## src/rtl/wsd_pkg.sv

```systemverilog
// shared types, opcodes and helpers for the websocket frame deframer
package wsd_pkg;

  // frame opcodes
  localparam logic [3:0] OpCont  = 4'h0;
  localparam logic [3:0] OpText  = 4'h1;
  localparam logic [3:0] OpBin   = 4'h2;
  localparam logic [3:0] OpClose = 4'h8;
  localparam logic [3:0] OpPing  = 4'h9;

  // result kinds
  localparam logic [2:0] KindText  = 3'd0;
  localparam logic [2:0] KindBin   = 3'd1;
  localparam logic [2:0] KindClose = 3'd2;
  localparam logic [2:0] KindPing  = 3'd3;

  localparam logic [15:0] CloseDefault = 16'd1000;

  // one work request from the header parser to the output stage
  typedef struct packed {
    logic       data_valid;
    logic [7:0] raw_byte;
    logic [7:0] mask_byte;
    logic       first;
    logic       frame_end;
    logic       message_end;
    logic       abort_prev;
    logic [2:0] kind;
    logic       is_close;
  } cmd_t;

  function automatic logic [2:0] kind_of(input logic [3:0] op);
    logic [2:0] k;
    unique case (op)
      OpText:  k = KindText;
      OpBin:   k = KindBin;
      OpClose: k = KindClose;
      default: k = KindPing;
    endcase
    return k;
  endfunction

endpackage

```

## src/rtl/wsd_front.sv

```systemverilog
// header parser: walks frame headers, tracks length and mask, issues requests
module wsd_front (
  input  logic          clk_i,
  input  logic          rst_ni,
  input  logic          in_fire_i,
  input  logic [7:0]    rx_byte_i,
  output logic          push_o,
  output wsd_pkg::cmd_t cmd_o
);

  localparam logic [2:0] PhHdr0    = 3'd0;
  localparam logic [2:0] PhHdr1    = 3'd1;
  localparam logic [2:0] PhExtLen  = 3'd2;
  localparam logic [2:0] PhMask    = 3'd3;
  localparam logic [2:0] PhPayload = 3'd4;
  localparam logic [2:0] PhPayAbrt = 3'd5;
  localparam logic [2:0] PhDrop    = 3'd6;

  logic [2:0]  phase_q, phase_d;
  logic [2:0]  ext_cnt_q, ext_cnt_d;
  logic        fin_q, fin_d;
  logic [3:0]  op_q, op_d;
  logic        masked_q, masked_d;
  logic [63:0] rem_q, rem_d;
  logic [31:0] key_q, key_d;
  logic [1:0]  idx_q, idx_d;
  logic [1:0]  open_q, open_d;
  logic        first_q, first_d;

  logic        do_start;
  logic [63:0] len_cur;
  logic [63:0] rem_dec;
  logic        pay_end;
  logic [3:0]  eff_op;
  logic        deliver;
  logic        abort;
  logic [1:0]  idx_inc;

  assign rem_dec = rem_q - 64'd1;
  assign pay_end = (rem_dec == 64'd0);
  assign idx_inc = idx_q + 2'd1;

  always_comb begin
    phase_d   = phase_q;
    ext_cnt_d = ext_cnt_q;
    fin_d     = fin_q;
    op_d      = op_q;
    masked_d  = masked_q;
    rem_d     = rem_q;
    key_d     = key_q;
    idx_d     = idx_q;
    open_d    = open_q;
    first_d   = first_q;
    push_o    = 1'b0;
    cmd_o     = '0;
    do_start  = 1'b0;
    len_cur   = rem_q;
    eff_op    = op_q;
    deliver   = 1'b0;
    abort     = 1'b0;

    if (in_fire_i) begin
      unique case (phase_q)
        PhHdr1: begin
          masked_d = rx_byte_i[7];
          if (rx_byte_i[6:0] == 7'd126) begin
            rem_d     = '0;
            ext_cnt_d = 3'd1;
            phase_d   = PhExtLen;
          end else if (rx_byte_i[6:0] == 7'd127) begin
            rem_d     = '0;
            ext_cnt_d = 3'd7;
            phase_d   = PhExtLen;
          end else begin
            len_cur = {57'd0, rx_byte_i[6:0]};
            rem_d   = len_cur;
            if (rx_byte_i[7]) begin
              idx_d   = 2'd0;
              phase_d = PhMask;
            end else begin
              do_start = 1'b1;
            end
          end
        end
        PhExtLen: begin
          len_cur = {rem_q[55:0], rx_byte_i};
          rem_d   = len_cur;
          if (ext_cnt_q == 3'd0) begin
            if (masked_q) begin
              idx_d   = 2'd0;
              phase_d = PhMask;
            end else begin
              do_start = 1'b1;
            end
          end else begin
            ext_cnt_d = ext_cnt_q - 3'd1;
          end
        end
        PhMask: begin
          key_d = {key_q[23:0], rx_byte_i};
          idx_d = idx_inc;
          if (idx_inc == 2'd0) begin
            do_start = 1'b1;
          end
        end
        PhPayload, PhPayAbrt: begin
          push_o            = 1'b1;
          cmd_o.data_valid  = 1'b1;
          cmd_o.raw_byte    = rx_byte_i;
          // ~idx picks key byte 3 - idx, first key byte sits on top
          cmd_o.mask_byte   = masked_q ? key_q[{~idx_q, 3'b000} +: 8] : 8'd0;
          cmd_o.first       = first_q;
          cmd_o.frame_end   = pay_end;
          cmd_o.message_end = pay_end && fin_q
                              && (op_q == wsd_pkg::OpText || op_q == wsd_pkg::OpBin);
          cmd_o.abort_prev  = (phase_q == PhPayAbrt);
          cmd_o.kind        = wsd_pkg::kind_of(op_q);
          cmd_o.is_close    = (op_q == wsd_pkg::OpClose);
          idx_d             = idx_inc;
          rem_d             = rem_dec;
          first_d           = 1'b0;
          phase_d           = pay_end ? PhHdr0 : PhPayload;
        end
        PhDrop: begin
          rem_d = rem_dec;
          if (pay_end) begin
            phase_d = PhHdr0;
          end
        end
        default: begin
          fin_d   = rx_byte_i[7];
          op_d    = rx_byte_i[3:0];
          phase_d = PhHdr1;
        end
      endcase
    end

    // header complete: classify the frame
    if (do_start) begin
      idx_d = 2'd0;
      if (op_q == wsd_pkg::OpCont) begin
        if (open_q != 2'd0) begin
          eff_op  = {2'b00, open_q};
          deliver = 1'b1;
          if (fin_q) begin
            open_d = 2'd0;
          end
        end
      end else if (op_q == wsd_pkg::OpText || op_q == wsd_pkg::OpBin) begin
        if (!fin_q) begin
          abort  = (open_q != 2'd0);
          open_d = op_q[1:0];
        end
        deliver = 1'b1;
      end else if (op_q == wsd_pkg::OpClose || op_q == wsd_pkg::OpPing) begin
        deliver = 1'b1;
      end

      if (!deliver) begin
        phase_d = (len_cur != 64'd0) ? PhDrop : PhHdr0;
      end else begin
        op_d = eff_op;
        if (len_cur == 64'd0) begin
          push_o            = 1'b1;
          cmd_o.first       = 1'b1;
          cmd_o.frame_end   = 1'b1;
          cmd_o.message_end = fin_q
                              && (eff_op == wsd_pkg::OpText || eff_op == wsd_pkg::OpBin);
          cmd_o.abort_prev  = abort;
          cmd_o.kind        = wsd_pkg::kind_of(eff_op);
          cmd_o.is_close    = (eff_op == wsd_pkg::OpClose);
          phase_d           = PhHdr0;
        end else begin
          first_d = 1'b1;
          phase_d = abort ? PhPayAbrt : PhPayload;
        end
      end
    end
  end

  always_ff @(posedge clk_i or negedge rst_ni) begin
    if (!rst_ni) begin
      phase_q   <= PhHdr0;
      ext_cnt_q <= '0;
      fin_q     <= 1'b0;
      op_q      <= '0;
      masked_q  <= 1'b0;
      rem_q     <= '0;
      key_q     <= '0;
      idx_q     <= '0;
      open_q    <= '0;
      first_q   <= 1'b0;
    end else begin
      phase_q   <= phase_d;
      ext_cnt_q <= ext_cnt_d;
      fin_q     <= fin_d;
      op_q      <= op_d;
      masked_q  <= masked_d;
      rem_q     <= rem_d;
      key_q     <= key_d;
      idx_q     <= idx_d;
      open_q    <= open_d;
      first_q   <= first_d;
    end
  end

endmodule

```

## src/rtl/wsd_queue.sv

```systemverilog
// short request queue between header parser and output stage
module wsd_queue #(
  parameter int unsigned Depth = 2
) (
  input  logic          clk_i,
  input  logic          rst_ni,
  input  logic          push_i,
  input  wsd_pkg::cmd_t push_data_i,
  output logic          full_o,
  input  logic          pop_i,
  output logic          valid_o,
  output wsd_pkg::cmd_t pop_data_o
);

  localparam int unsigned AW = (Depth > 1) ? $clog2(Depth) : 1;
  localparam int unsigned CW = $clog2(Depth + 1);
  localparam logic [AW-1:0] LastPtr = AW'(Depth - 1);
  localparam logic [CW-1:0] FullCnt = CW'(Depth);

  wsd_pkg::cmd_t   mem_q [Depth];
  logic [AW-1:0]   wr_ptr_q, wr_ptr_d;
  logic [AW-1:0]   rd_ptr_q, rd_ptr_d;
  logic [CW-1:0]   cnt_q, cnt_d;
  logic            do_push, do_pop;

  assign full_o     = (cnt_q == FullCnt);
  assign valid_o    = (cnt_q != '0);
  assign pop_data_o = mem_q[rd_ptr_q];
  assign do_push    = push_i && !full_o;
  assign do_pop     = pop_i && valid_o;

  always_comb begin
    wr_ptr_d = wr_ptr_q;
    rd_ptr_d = rd_ptr_q;
    cnt_d    = cnt_q;
    if (do_push) begin
      wr_ptr_d = (wr_ptr_q == LastPtr) ? '0 : wr_ptr_q + AW'(1);
    end
    if (do_pop) begin
      rd_ptr_d = (rd_ptr_q == LastPtr) ? '0 : rd_ptr_q + AW'(1);
    end
    if (do_push && !do_pop) begin
      cnt_d = cnt_q + CW'(1);
    end else if (do_pop && !do_push) begin
      cnt_d = cnt_q - CW'(1);
    end
  end

  always_ff @(posedge clk_i or negedge rst_ni) begin
    if (!rst_ni) begin
      wr_ptr_q <= '0;
      rd_ptr_q <= '0;
      cnt_q    <= '0;
    end else begin
      wr_ptr_q <= wr_ptr_d;
      rd_ptr_q <= rd_ptr_d;
      cnt_q    <= cnt_d;
    end
  end

  always_ff @(posedge clk_i) begin
    if (do_push) begin
      mem_q[wr_ptr_q] <= push_data_i;
    end
  end

endmodule

```

## src/rtl/wsd_back.sv

```systemverilog
// output stage: unmasks payload, collects close status, holds the result register
module wsd_back (
  input  logic          clk_i,
  input  logic          rst_ni,
  input  logic          cmd_valid_i,
  input  wsd_pkg::cmd_t cmd_i,
  output logic          pop_o,
  output logic          m_axis_tvalid,
  input  logic          m_axis_tready,
  output logic [31:0]   m_axis_tdata,
  output logic [2:0]    m_axis_tuser,
  output logic          m_axis_tlast
);

  logic        out_valid_q, out_valid_d;
  logic [31:0] data_q, data_d;
  logic [2:0]  user_q;
  logic        last_q;
  logic [15:0] acc_q, acc_d;
  logic [1:0]  seen_q, seen_d;

  logic [7:0]  plain;
  logic [15:0] acc_cur;
  logic [1:0]  seen_cur;
  logic [15:0] close_code;
  logic        disc;

  assign pop_o = cmd_valid_i && (!out_valid_q || m_axis_tready);

  always_comb begin
    plain    = cmd_i.raw_byte ^ cmd_i.mask_byte;
    // status bytes restart with each frame
    acc_cur  = cmd_i.first ? 16'd0 : acc_q;
    seen_cur = cmd_i.first ? 2'd0 : seen_q;
    acc_d    = acc_cur;
    seen_d   = seen_cur;
    if (cmd_i.data_valid && cmd_i.is_close && seen_cur < 2'd2) begin
      acc_d  = {acc_cur[7:0], plain};
      seen_d = seen_cur + 2'd1;
    end
    disc       = cmd_i.frame_end && cmd_i.is_close;
    close_code = disc ? ((seen_d == 2'd2) ? acc_d : wsd_pkg::CloseDefault) : 16'd0;
    data_d     = {4'd0, disc, close_code, cmd_i.abort_prev, cmd_i.message_end,
                  cmd_i.data_valid ? plain : 8'd0, cmd_i.data_valid};

    if (pop_o) begin
      out_valid_d = 1'b1;
    end else if (m_axis_tready) begin
      out_valid_d = 1'b0;
    end else begin
      out_valid_d = out_valid_q;
    end
  end

  always_ff @(posedge clk_i or negedge rst_ni) begin
    if (!rst_ni) begin
      out_valid_q <= 1'b0;
      acc_q       <= '0;
      seen_q      <= '0;
    end else begin
      out_valid_q <= out_valid_d;
      if (pop_o) begin
        acc_q  <= acc_d;
        seen_q <= seen_d;
      end
    end
  end

  always_ff @(posedge clk_i) begin
    if (pop_o) begin
      data_q <= data_d;
      user_q <= cmd_i.kind;
      last_q <= cmd_i.frame_end;
    end
  end

  assign m_axis_tvalid = out_valid_q;
  assign m_axis_tdata  = data_q;
  assign m_axis_tuser  = user_q;
  assign m_axis_tlast  = last_q;

endmodule

```

## src/rtl/websocket_frame_deframer_unit.sv

```systemverilog
// websocket frame deframer top level: parser, request queue, output stage
//
//  channel   dir  payload
//  s_axis    in   tdata[7:0] rx_byte
//  m_axis    out  tdata: data_valid, data_byte, message_end, abort_prev,
//                 close_code, disconnect_req; tuser kind; tlast frame_end
//
// one byte per cycle sustained while m_axis does not stall; the header parser
// decides each byte in the cycle it is taken and writes its request into the
// queue at that edge, and the output stage pops it from the queue into its
// result register when that register is free or m_axis_tready is high.
// s_axis_tready drops only while the request queue is full, which happens
// when m_axis stalls; the parser then waits with its state held.
// reset is asynchronous, active low, and starts at the first header byte.
module websocket_frame_deframer_unit #(
  parameter int unsigned QueueDepth = 2
) (
  input  logic        clk_i,
  input  logic        rst_ni,
  input  logic        s_axis_tvalid,
  output logic        s_axis_tready,
  input  logic [7:0]  s_axis_tdata,   // [7:0] rx_byte
  output logic        m_axis_tvalid,
  input  logic        m_axis_tready,
  // [0] data_valid, [8:1] data_byte, [9] message_end, [10] abort_prev,
  // [26:11] close_code, [27] disconnect_req, [31:28] zero
  output logic [31:0] m_axis_tdata,
  output logic [2:0]  m_axis_tuser,   // [2:0] kind
  output logic        m_axis_tlast    // frame_end
);

  logic          q_full;
  logic          in_fire;
  logic          push;
  wsd_pkg::cmd_t push_cmd;
  logic          pop;
  logic          q_valid;
  wsd_pkg::cmd_t pop_cmd;

  assign s_axis_tready = !q_full;
  assign in_fire       = s_axis_tvalid && !q_full;

  wsd_front u_front (
    .clk_i     (clk_i),
    .rst_ni    (rst_ni),
    .in_fire_i (in_fire),
    .rx_byte_i (s_axis_tdata),
    .push_o    (push),
    .cmd_o     (push_cmd)
  );

  wsd_queue #(
    .Depth (QueueDepth)
  ) u_queue (
    .clk_i       (clk_i),
    .rst_ni      (rst_ni),
    .push_i      (push),
    .push_data_i (push_cmd),
    .full_o      (q_full),
    .pop_i       (pop),
    .valid_o     (q_valid),
    .pop_data_o  (pop_cmd)
  );

  wsd_back u_back (
    .clk_i         (clk_i),
    .rst_ni        (rst_ni),
    .cmd_valid_i   (q_valid),
    .cmd_i         (pop_cmd),
    .pop_o         (pop),
    .m_axis_tvalid (m_axis_tvalid),
    .m_axis_tready (m_axis_tready),
    .m_axis_tdata  (m_axis_tdata),
    .m_axis_tuser  (m_axis_tuser),
    .m_axis_tlast  (m_axis_tlast)
  );

endmodule

```

## config.mk

```make
export PLATFORM = sky130hd
export DESIGN_NAME = websocket_frame_deframer_unit
export DESIGN_NICKNAME = d
export VERILOG_FILES = /design/src/rtl/wsd_pkg.sv /design/src/rtl/wsd_front.sv /design/src/rtl/wsd_queue.sv /design/src/rtl/wsd_back.sv /design/src/rtl/websocket_frame_deframer_unit.sv
export SDC_FILE = /design/constraint.sdc
export NUM_CORES = 1
export LEC_CHECK = 0
export ABC_AREA = 0
export BUFFER_PORTS_ARGS = -buffer_cell sky130_fd_sc_hd__buf_2
export CAP_MARGIN = 10
export CORE_ASPECT_RATIO = 2
export CORE_MARGIN = 2
export CORE_UTILIZATION = 40
export CTS_CLUSTER_DIAMETER = 100
export DETAILED_ROUTE_END_ITERATION = 16
export PLACE_DENSITY = 0.63
export SLEW_MARGIN = 20
export SYNTH_ARGS = -nofsm -noshare
export SYNTH_HDL_FRONTEND = slang
export SYNTH_SLANG_ARGS = --single-unit
```

## constraint.sdc

```tcl
create_clock -name clk_i -period 7.1 [get_ports clk_i]
set_input_delay 1.065 -clock clk_i [delete_from_list [all_inputs] [get_ports clk_i]]
set_output_delay 1.065 -clock clk_i [all_outputs]
set_load 0.01 [all_outputs]
```

* Yosys cells after proc, flatten, opt, wreduce, memory -nomap -nowiden *
Memory sizes are Yosys's and may differ from the RTL's.
Cells that the tools add are included.

storage, ports and cells
  bits in registers = 168
  memory bits (writable) = 50
  bits of input ports = 12
  output and inout port bits = 38
  word-level logic and storage cells = 207
  memories kept = 1

cells by class
  add/sub/neg operators = 8
  order comparisons = 1
  eq/ne operators = 30
  shifts and indexed selects = 1
  multiplexer cells = 93
  bitwise operators = 3
  reduce and logical (&&, ||, !) cells = 48

memory list
  memory         words  width  read ports  clocked after memory_dff  wr ports  line             source
  u_queue.mem_q  2      25     1           0                         1         wsd_queue.sv:20  wsd_pkg::cmd_t mem_q [Depth];

operator list
  operator                 number
  $mux W64                 4
  $pmux W64 S3             1
  $logic_not A64 Y1        2
  $pmux W64 S2             1
  $reduce_bool A64 Y1      1
  $sub A64 B1 Y64 const B  1
  $mux W25                 2
  $mux W3                  15
  $mux W1                  33
  $mux W16                 2
  $mux W2                  16
  $mux W8                  4
  $shiftx A32 B6 Y8        1
  $mux W4                  7
  $pmux W2 S3              3
  $pmux W3 S5              1
  $eq A7 B7 Y1 const B     2
  $reduce_bool A2 Y1       7
  $eq A4 B4 Y1 const B     3
  $logic_and A1 B1 Y1      12
  $ne A3 B1 Y1 const B     4
  $mux W10                 1
  $reduce_and A2 Y1        5
  $eq A3 B3 Y1 const B     3
  34 further kinds         53

* Longest topological paths before layout *
Gate-level depths: netlist (run 1).

  depth after elaboration = 14
  mapped depth = 15
  depth with buffers taken out = 14

* Modules after synthesis *
Synthesis (run 1) repeated with hierarchy kept, for this count alone.

unflattened totals
  cells, all modules = 1230
  area, all modules = 12350.6 µm²

modules (own cells, without submodules)
  module                         instances  cells an instance  area each (µm²)  seq. area each (µm²)
  wsd_front                      1          934                7855.0           2827.7
  wsd_back                       1          197                2379.8           1436.4
  wsd_queue                      1          97                 2105.8           1601.5
  websocket_frame_deframer_unit  1          2                  10.0             0.0

* Worst setup path before layout (run 1) *
OpenSTA, ideal clock, no wires.

  kind = input port to flip-flop
  start point = input port s_axis_tdata[3]
  end point = memory u_queue.mem_q[0][0] (netlist bit) (enable)
  setup time = 0.405 ns
  arrival = 4.095 ns
  required time = 6.695 ns
  path slack = 2.601 ns
  stages on the path = 9
  buffers on the path = 0
  cell sequence = nand4_1 -> nor2_1 -> o311ai_0 -> o21a_1 -> nand2_1 -> a2111oi_1 -> and2_1 -> nor2_1 -> nor2_1

on the way
  cells in the longest elaborated chain, start to end = 12
  elaborated cells on any way between the ends = 17
  classes of those cells = 2 x eq/ne; 13 x mux; 2 x reduce/logical

ends and longest elaborated chain
  item                               line                                 source
  start: declaration                 websocket_frame_deframer_unit.sv:22  input logic [7:0] s_axis_tdata,
  $eq A7 B7 Y1                       wsd_front.sv:70                      end else if (rx_byte_i[6:0] == 7'd127) begin
  $mux W64                           wsd_front.sv:70
  $mux W64                           wsd_front.sv:66                      if (rx_byte_i[6:0] == 7'd126) begin
  $pmux W64 S2                       wsd_front.sv:63                      unique case (phase_q)
  $mux W64                           wsd_front.sv:62                      if (in_fire_i) begin
  $logic_not A64 Y1                  wsd_front.sv:163                     if (len_cur == 64'd0) begin
  $mux W1                            wsd_front.sv:163
  $mux W1                            wsd_front.sv:159                     if (!deliver) begin
  $mux W1 (*)                        wsd_front.sv:139                     if (do_start) begin
  $logic_and A1 B1 Y1 (*)            wsd_queue.sv:29                      assign do_push = push_i && !full_o;
  $mux W1 (*)                        wsd_queue.sv:62                      if (do_push) begin
  $mux W1 (not written as such) (*)  wsd_queue.sv:63                      mem_q[wr_ptr_q] <= push_data_i;
  end: declaration                   wsd_queue.sv:20

Every way passes the cells marked *; elsewhere a longest branch is shown, timed or not.

==> results of run 1 <==
==> metal layers <==
layer / share of wire / up-vias
met1: 0.33 / 4699
li1: - / 4458
met5: 0 / -
met4: 0.079 / 0
met3: 0.040 / 142
met2: 0.55 / 347
==> Yosys cell counts, drive strengths merged (6+ instances only) <==
master / number / share of area
o31ai: 9 / 0.0057
nand2b: 7 / 0.0037
nand3: 25 / 0.011
edfxtp: 79 / 0.20
and3: 23 / 0.012
nor3: 48 / 0.023
nor3b: 6 / 0.0043
mux4: 8 / 0.015
or2: 6 / 0.0032
o21ai: 129 / 0.055
or3: 7 / 0.0037
xnor2: 32 / 0.024
a31oi: 19 / 0.010
mux2: 49 / 0.047
a21oi: 64 / 0.027
nand2: 93 / 0.030
buf: 19 / 0.010
a22o: 13 / 0.0097
or4: 12 / 0.0077
mux2i: 6 / 0.0051
clkbuf: 64 / 0.020
dfrtp: 136 / 0.29
inv: 21 / 0.0067
a32oi: 10 / 0.0074
nor2: 144 / 0.046
nand4: 22 / 0.013
a22oi: 27 / 0.017
nor4: 39 / 0.025
xor2: 22 / 0.016
ha: 6 / 0.0064
==> critical path, cell delays in order, from the launching register on <==
cell	delay, ns
dfrtp_1	0.49
inv_1	0.15
ha_1	0.27
nor3b_2	0.42
nand4_1	0.59
or3_1	0.59
nor4_2	0.32
mux2i_1	0.14
nor4_1	0.56
and4_4	0.35
a32oi_1	0.10
nor2b_1	0.17
==> stage by stage <==
step,hold WS (ns),total power [µW],cells,area [µm²]
after floorplan,0.452,3780,1209,11800
after global placement,0.474,4550,1543,12200
after detailed placement,0.484,4580,1543,12200
after CTS,0.494,5800,1581,13000
after global routing,0.522,6150,1581,13000
final,0.498,5800,1581,13000
==> sequential cells by signal, indices dropped and copies added, names as in the netlist, 3 cells and up, named ones only <==
signal,flops
u_front.rem_q,64
u_queue.mem_q,48
u_front.key_q,32
u_back.m_axis_tdata,28
u_back.acc_q,16
u_front.ext_cnt_q,3
u_front.phase_q,3
==> cell families (layout without fill, tap and decap cells) <==
kind of cell               after synthesis  in the layout
other                                    1              5
muxes                                   63             63
DFF                                    215            215
and+or+nand+nor                        456            456
buffers and inverters                  104            116
AOI/OAI and AO/OA                      306            306
xor gates and xnor gates                54             54
adders and majority gates                6              6
==> cell usage in the layout, fill, tap and decap left out, types with 8 or more instances in the layout <==
cell and count:
buf_2 43, o21ai_0 125, a22o_1 13, inv_1 20
edfxtp_1 79, clkbuf_16 21, nor3_1 43, dfrtp_1 136
xor2_1 22, nand2_1 93, or4_1 12, nor4_1 33
a22oi_1 27, o31ai_1 9, nor2_1 141, a31oi_1 19
mux2_2 49, buf_4 13, nand3_1 24, mux4_2 8
xnor2_1 32, and3_1 23, nand4_1 20, a32oi_1 10
a21oi_1 64
==> power by group <==
group	leakage [µW]	internal, µW	switching [µW]
Sequential	0.00260	1710	410
Combinational	0.00236	834	1640
Clock	0.000358	714	496
Total	0.00532	3260	2540
==> worst min-delay path by stage <==
stage	start	endpoint	slack, ns	depth (start not counted)
2_1_floorplan	u_front.ext_cnt_q[0]	u_front.ext_cnt_q[0]	0.45	1
3_3_place_gp	u_front.ext_cnt_q[0]	u_front.ext_cnt_q[0]	0.47	1
3_5_place_dp	u_front.ext_cnt_q[0]	u_front.ext_cnt_q[0]	0.48	1
4_1_cts	u_front.ext_cnt_q[0]	u_front.ext_cnt_q[0]	0.49	1
5_1_grt	u_front.ext_cnt_q[1]	u_front.ext_cnt_q[1]	0.52	1
6_report	u_front.ext_cnt_q[0]	u_front.ext_cnt_q[0]	0.50	1
==> final cells by class <==
cell class                      instances  area (µm²)  area share
Sequential cell                       215        5780       0.445
Multi-Input combinational cell        890        5600       0.432
Clock buffer                           25         561      0.0432
Tap cell                              360         450      0.0347
Timing Repair Buffer                   57         324      0.0250
Clock inverter                         13         180      0.0139
Inverter                               21        78.8     0.00608
==> impl_metrics.tcl, run 1 <==
set metrics [dict create \
    status "finished clean" \
    grt_overflow_total 0 \
    drv_slew 0 \
    crit_path_start "u_front.rem_q[0]" \
    initial_core_util 0.408 \
    min_path_type "reg2reg" \
    gr-usage-met1 0.201 \
    async_reset_ff_frac 0.633 \
    via_per_inst 6.10 \
    crit_type "reg2reg" \
    post-dp-hpwl_um 24000 \
    die_x_um 125 \
    finalNetCount 1224 \
    n_antenna_cell 0 \
    grt_util_met3 0.0224 \
    row_count 88 \
    synth_area_um2 11800 \
    yosysUniqueCellTypes 74 \
    required_ns 7.46 \
    layout_min_cycle_time_ns 4.32 \
    cp.arrival_ns 4.68 \
    firstDrtPassIters 5 \
    worst_slack_ns 2.78 \
    die_area_um2 30900 \
    cts_resized 0 \
    io_buffers 44 \
    grt_busiest_layer "met2" \
    final_util 0.449 \
    muxShareOfSynthArea 0.0673 \
    synth_fa_ha_area_frac 0.00638 \
    fp.coreArea_um2 28800 \
    r2r-end "u_queue.mem_q[1][5]" \
    grt_max_degree 72 \
    yosysSeqAreaShare 0.491 \
    slew_headroom 0.236 \
    cp-end-kind "flip-flop" \
    vdd_drop_max_mv 0.172 \
    nFillCells 2780 \
    ys.flop_type "dfrtp_1" \
    place_ws_ns 2.12 \
    antenna_found_initial 0 \
    syn_avg_cell_area_um2 9.76 \
    p_leak_uw 0.00532 \
    r2r_slack_ns 2.78 \
    syn2layout_area_growth_pct 10.2 \
    cts_hold_buffers 0 \
    drt_wl_total_um 33100 \
    hold_viol 0 \
    synth_compound_area_frac 0.159 \
    numClockSinks 215 \
    drc 0 \
    setup_violations 0 \
    drtAntennaViolNets 0 \
    gp_congestion 0.926 \
    tns_ns 0 \
    cp_max_fo 13 \
    cts_made_buffers 21 \
    die_h_um 247 \
    cap_violations 0 \
    path_clk_slew_ns 0.07 \
    dr.first_iter.drc_count 707 \
    powerDensity_nw_per_um2 447 \
    synth-seq-cells 215 \
    synthSimpleGateAreaFrac 0.199 \
    clockRootBuffer "clkbuf_16" \
    yosys_warnings 0 \
    met2_usage 0.409 \
    reg2reg_depth 11 \
    synth_cells 1205 \
    rsz0062_at_grt "no" \
    track_usage 0.213 \
    drive_above_1_share 0.150 \
    grt_pass1_wl_um 52400 \
    start_kind "flip-flop" \
    synth_xor_area_frac 0.0402 \
    synth-edff-count 79 \
    cts_max_path_buffers 3 \
    r2r_start "u_front.rem_q[0]" \
    postCtsSetupBuffers 0 \
    fmax_ghz 0.232 \
    first_global_vias 9794 \
    timing.final.crit_share 0.608 \
    cp-endpoint "u_queue.mem_q[1][5]" \
    worst_slew_pin_slew_ns 1.11 \
    finalClockSkew_ns 0.0126 \
    htreeDepth 1 \
    synth_top_family_by_area "simple AND/OR/NAND/NOR gates" \
    post_drt_wl_per_cell_um 20.9 \
    cts_tree "built" \
    io-pin-count 50 \
    worstSkewPairLatency_ns 0.53 \
    via_count 9646 \
]
Power figures use the tool's default switching activity.
==> inputs of run 2 (changes only) <==
Clock period 7.1 ns to 4.5 ns, I/O delays scaled along.
==> run 2 against run 1 <==
Effect of this change:
- worst hold slack worse by 0.29 ns
- final area up 1.7%
- critical endpoint unchanged
- sequential power up 56%
- wire length up 7.3%
- via count up 2.6%
- core utilization up 0.75 points
- critical path depth unchanged
- non-clock buffer count up 35
==> impl_metrics.tcl, run 2 (synthesized netlist as in run 1, its figures left out) <==
set metrics [dict create \
    gp_congestion 0.969 \
    final_cell_mix "141 x nor2_1, 136 x dfrtp_1, 125 x o21ai_0" \
    largest_reg_flops 64 \
    worst_slew_pin_slew_ns 0.871 \
    pwr-share-comb 0.449 \
    status "finished clean" \
    die_h_um 247 \
    cts_made_buffers 22 \
    stdcell_area_um2 13200 \
    row_count 88 \
    switching_share 0.444 \
    cp.arrival_ns 4.57 \
    vdd_drop_max_mv 0.633 \
    io-pin-count 50 \
    antenna_found_initial 0 \
    clockRootBuffer "clkbuf_16" \
    die_area_um2 30900 \
    post-dp-hpwl_um 26200 \
    cts_resized 0 \
    cap_violations 0 \
    io_buffers 44 \
    required_ns 4.86 \
    cts_hold_buffers 0 \
    cp_max_fo 8 \
    firstDrtPassIters 5 \
    slew_headroom 0.414 \
    path_clk_slew_ns 0.07 \
    drive_above_1_share 0.170 \
    grt_max_degree 76 \
    fp.coreArea_um2 28800 \
    holdWs_ns 0.204 \
    p_sw_uw 4150 \
    placed_cell_area_um2 12500 \
    setup_violations 0 \
    numClockSinks 215 \
    syn2layout_area_growth_pct 12.1 \
    timing.final.crit_share 0.935 \
    grt_pass1_wl_um 55600 \
    htreeDepth 1 \
    seqPwrFrac 0.355 \
    intPower_uw 5180 \
    start_kind "flip-flop" \
    crit_type "reg2reg" \
    cts_max_path_buffers 3 \
    drv_slew 0 \
    rsz0062_at_grt "no" \
    final_util 0.457 \
    initial_core_util 0.408 \
    fmax_ghz 0.238 \
    drt_wl_total_um 35500 \
    worstSkewPairLatency_ns 0.53 \
    finalNetCount 1260 \
    drtAntennaViolNets 0 \
    first_global_vias 10100 \
    regMostFlops "u_front.rem_q" \
    p_leak_uw 0.00546 \
    die_x_um 125 \
    layout_min_cycle_time_ns 4.21 \
    track_usage 0.229 \
    cts_tree "built" \
    top_regs "u_front.rem_q (64), u_queue.mem_q (48), u_front.key_q (32)" \
    cp-end-kind "flip-flop" \
    via_per_inst 6.11 \
    postCtsSetupBuffers 0 \
    hold_viol 0 \
    post_drt_wl_per_cell_um 22.0 \
    dr.first_iter.drc_count 619 \
    powerDensity_nw_per_um2 708 \
    finalClockSkew_ns 0.0187 \
    nFillCells 2796 \
    final_common_cell "nor2_1" \
    grt_overflow_total 0 \
    clkPwrFrac 0.196 \
    tns_ns 0 \
    drc 0 \
    min_path_type "in2async" \
    via_count 9892 \
    n_antenna_cell 0 \
]
==> run 2: routing by layer <==
metal  GRT usage  routed length (µm)  up-vias
li1            -                   -     4524
met1       0.205               11100     4805
met2       0.453               19700      390
met3      0.0254                1520      173
met4       0.179                3130        0
met5           0                   0        -
==> run 2: worst paths after layout <==
kind                                  startpoint                    to  slack (ns)  cells after the start
worst max-delay path            u_front.rem_q[0]   u_queue.mem_q[1][5]        0.29                     11
worst min-delay path                      rst_ni     u_front.rem_q[60]        0.20                      1
worst max register to register  u_front.rem_q[0]   u_queue.mem_q[1][5]        0.29                     11
worst min register to register  u_back.acc_q[15]      u_back.acc_q[15]        0.50                      1
max in group asynchronous                 rst_ni      u_front.key_q[5]        3.34                      2
min in group clk_i                 m_axis_tready  u_back.m_axis_tvalid        0.43                      3
==> run 2: through the flow <==
| stage | setup slack (ns) | power, µW | std cells |
|---|---|---|---|
| global placement | 0.648 | 7440 | 1578 |
| CTS | 0.561 | 9340 | 1618 |
| floorplan | 0.391 | 5960 | 1209 |
| global route | 0.0797 | 9900 | 1618 |
| finish | 0.292 | 9330 | 1618 |
| detailed placement | 0.567 | 7490 | 1578 |
==> run 2: layout make-up <==
class,count,area (µm²),share of cell area
inverters,21,78.8,0.00598
flip-flops and latches,215,5780,0.438
clock buffers,24,558,0.0423
clock inverters,16,154,0.0117
repair buffers,92,587,0.0445
well taps,360,450,0.0342
multi-input cells,890,5580,0.423
==> run 2: power by group through the flow <==
stage | logic [µW] | clock network, µW | registers (µW)
4_1_cts | 4170 | 1870 | 3300
3_3_place_gp | 4130 | 0 | 3310
2_1_floorplan | 2860 | 0 | 3100
5_1_grt | 4580 | 1940 | 3370
3_5_place_dp | 4150 | 0 | 3330
6_report | 4190 | 1830 | 3310
==> run 2: critical path, stage by stage, from the launching register on <==
cell and delay, ns:
dfrtp_1 0.49, inv_1 0.15, ha_1 0.29, nor3b_2 0.47, nand2_1 0.20, o31ai_1 0.29, nand3_1 0.11, or4_1 0.56
nor4_1 0.77, and4_4 0.43, a32oi_1 0.11, nor2b_1 0.16
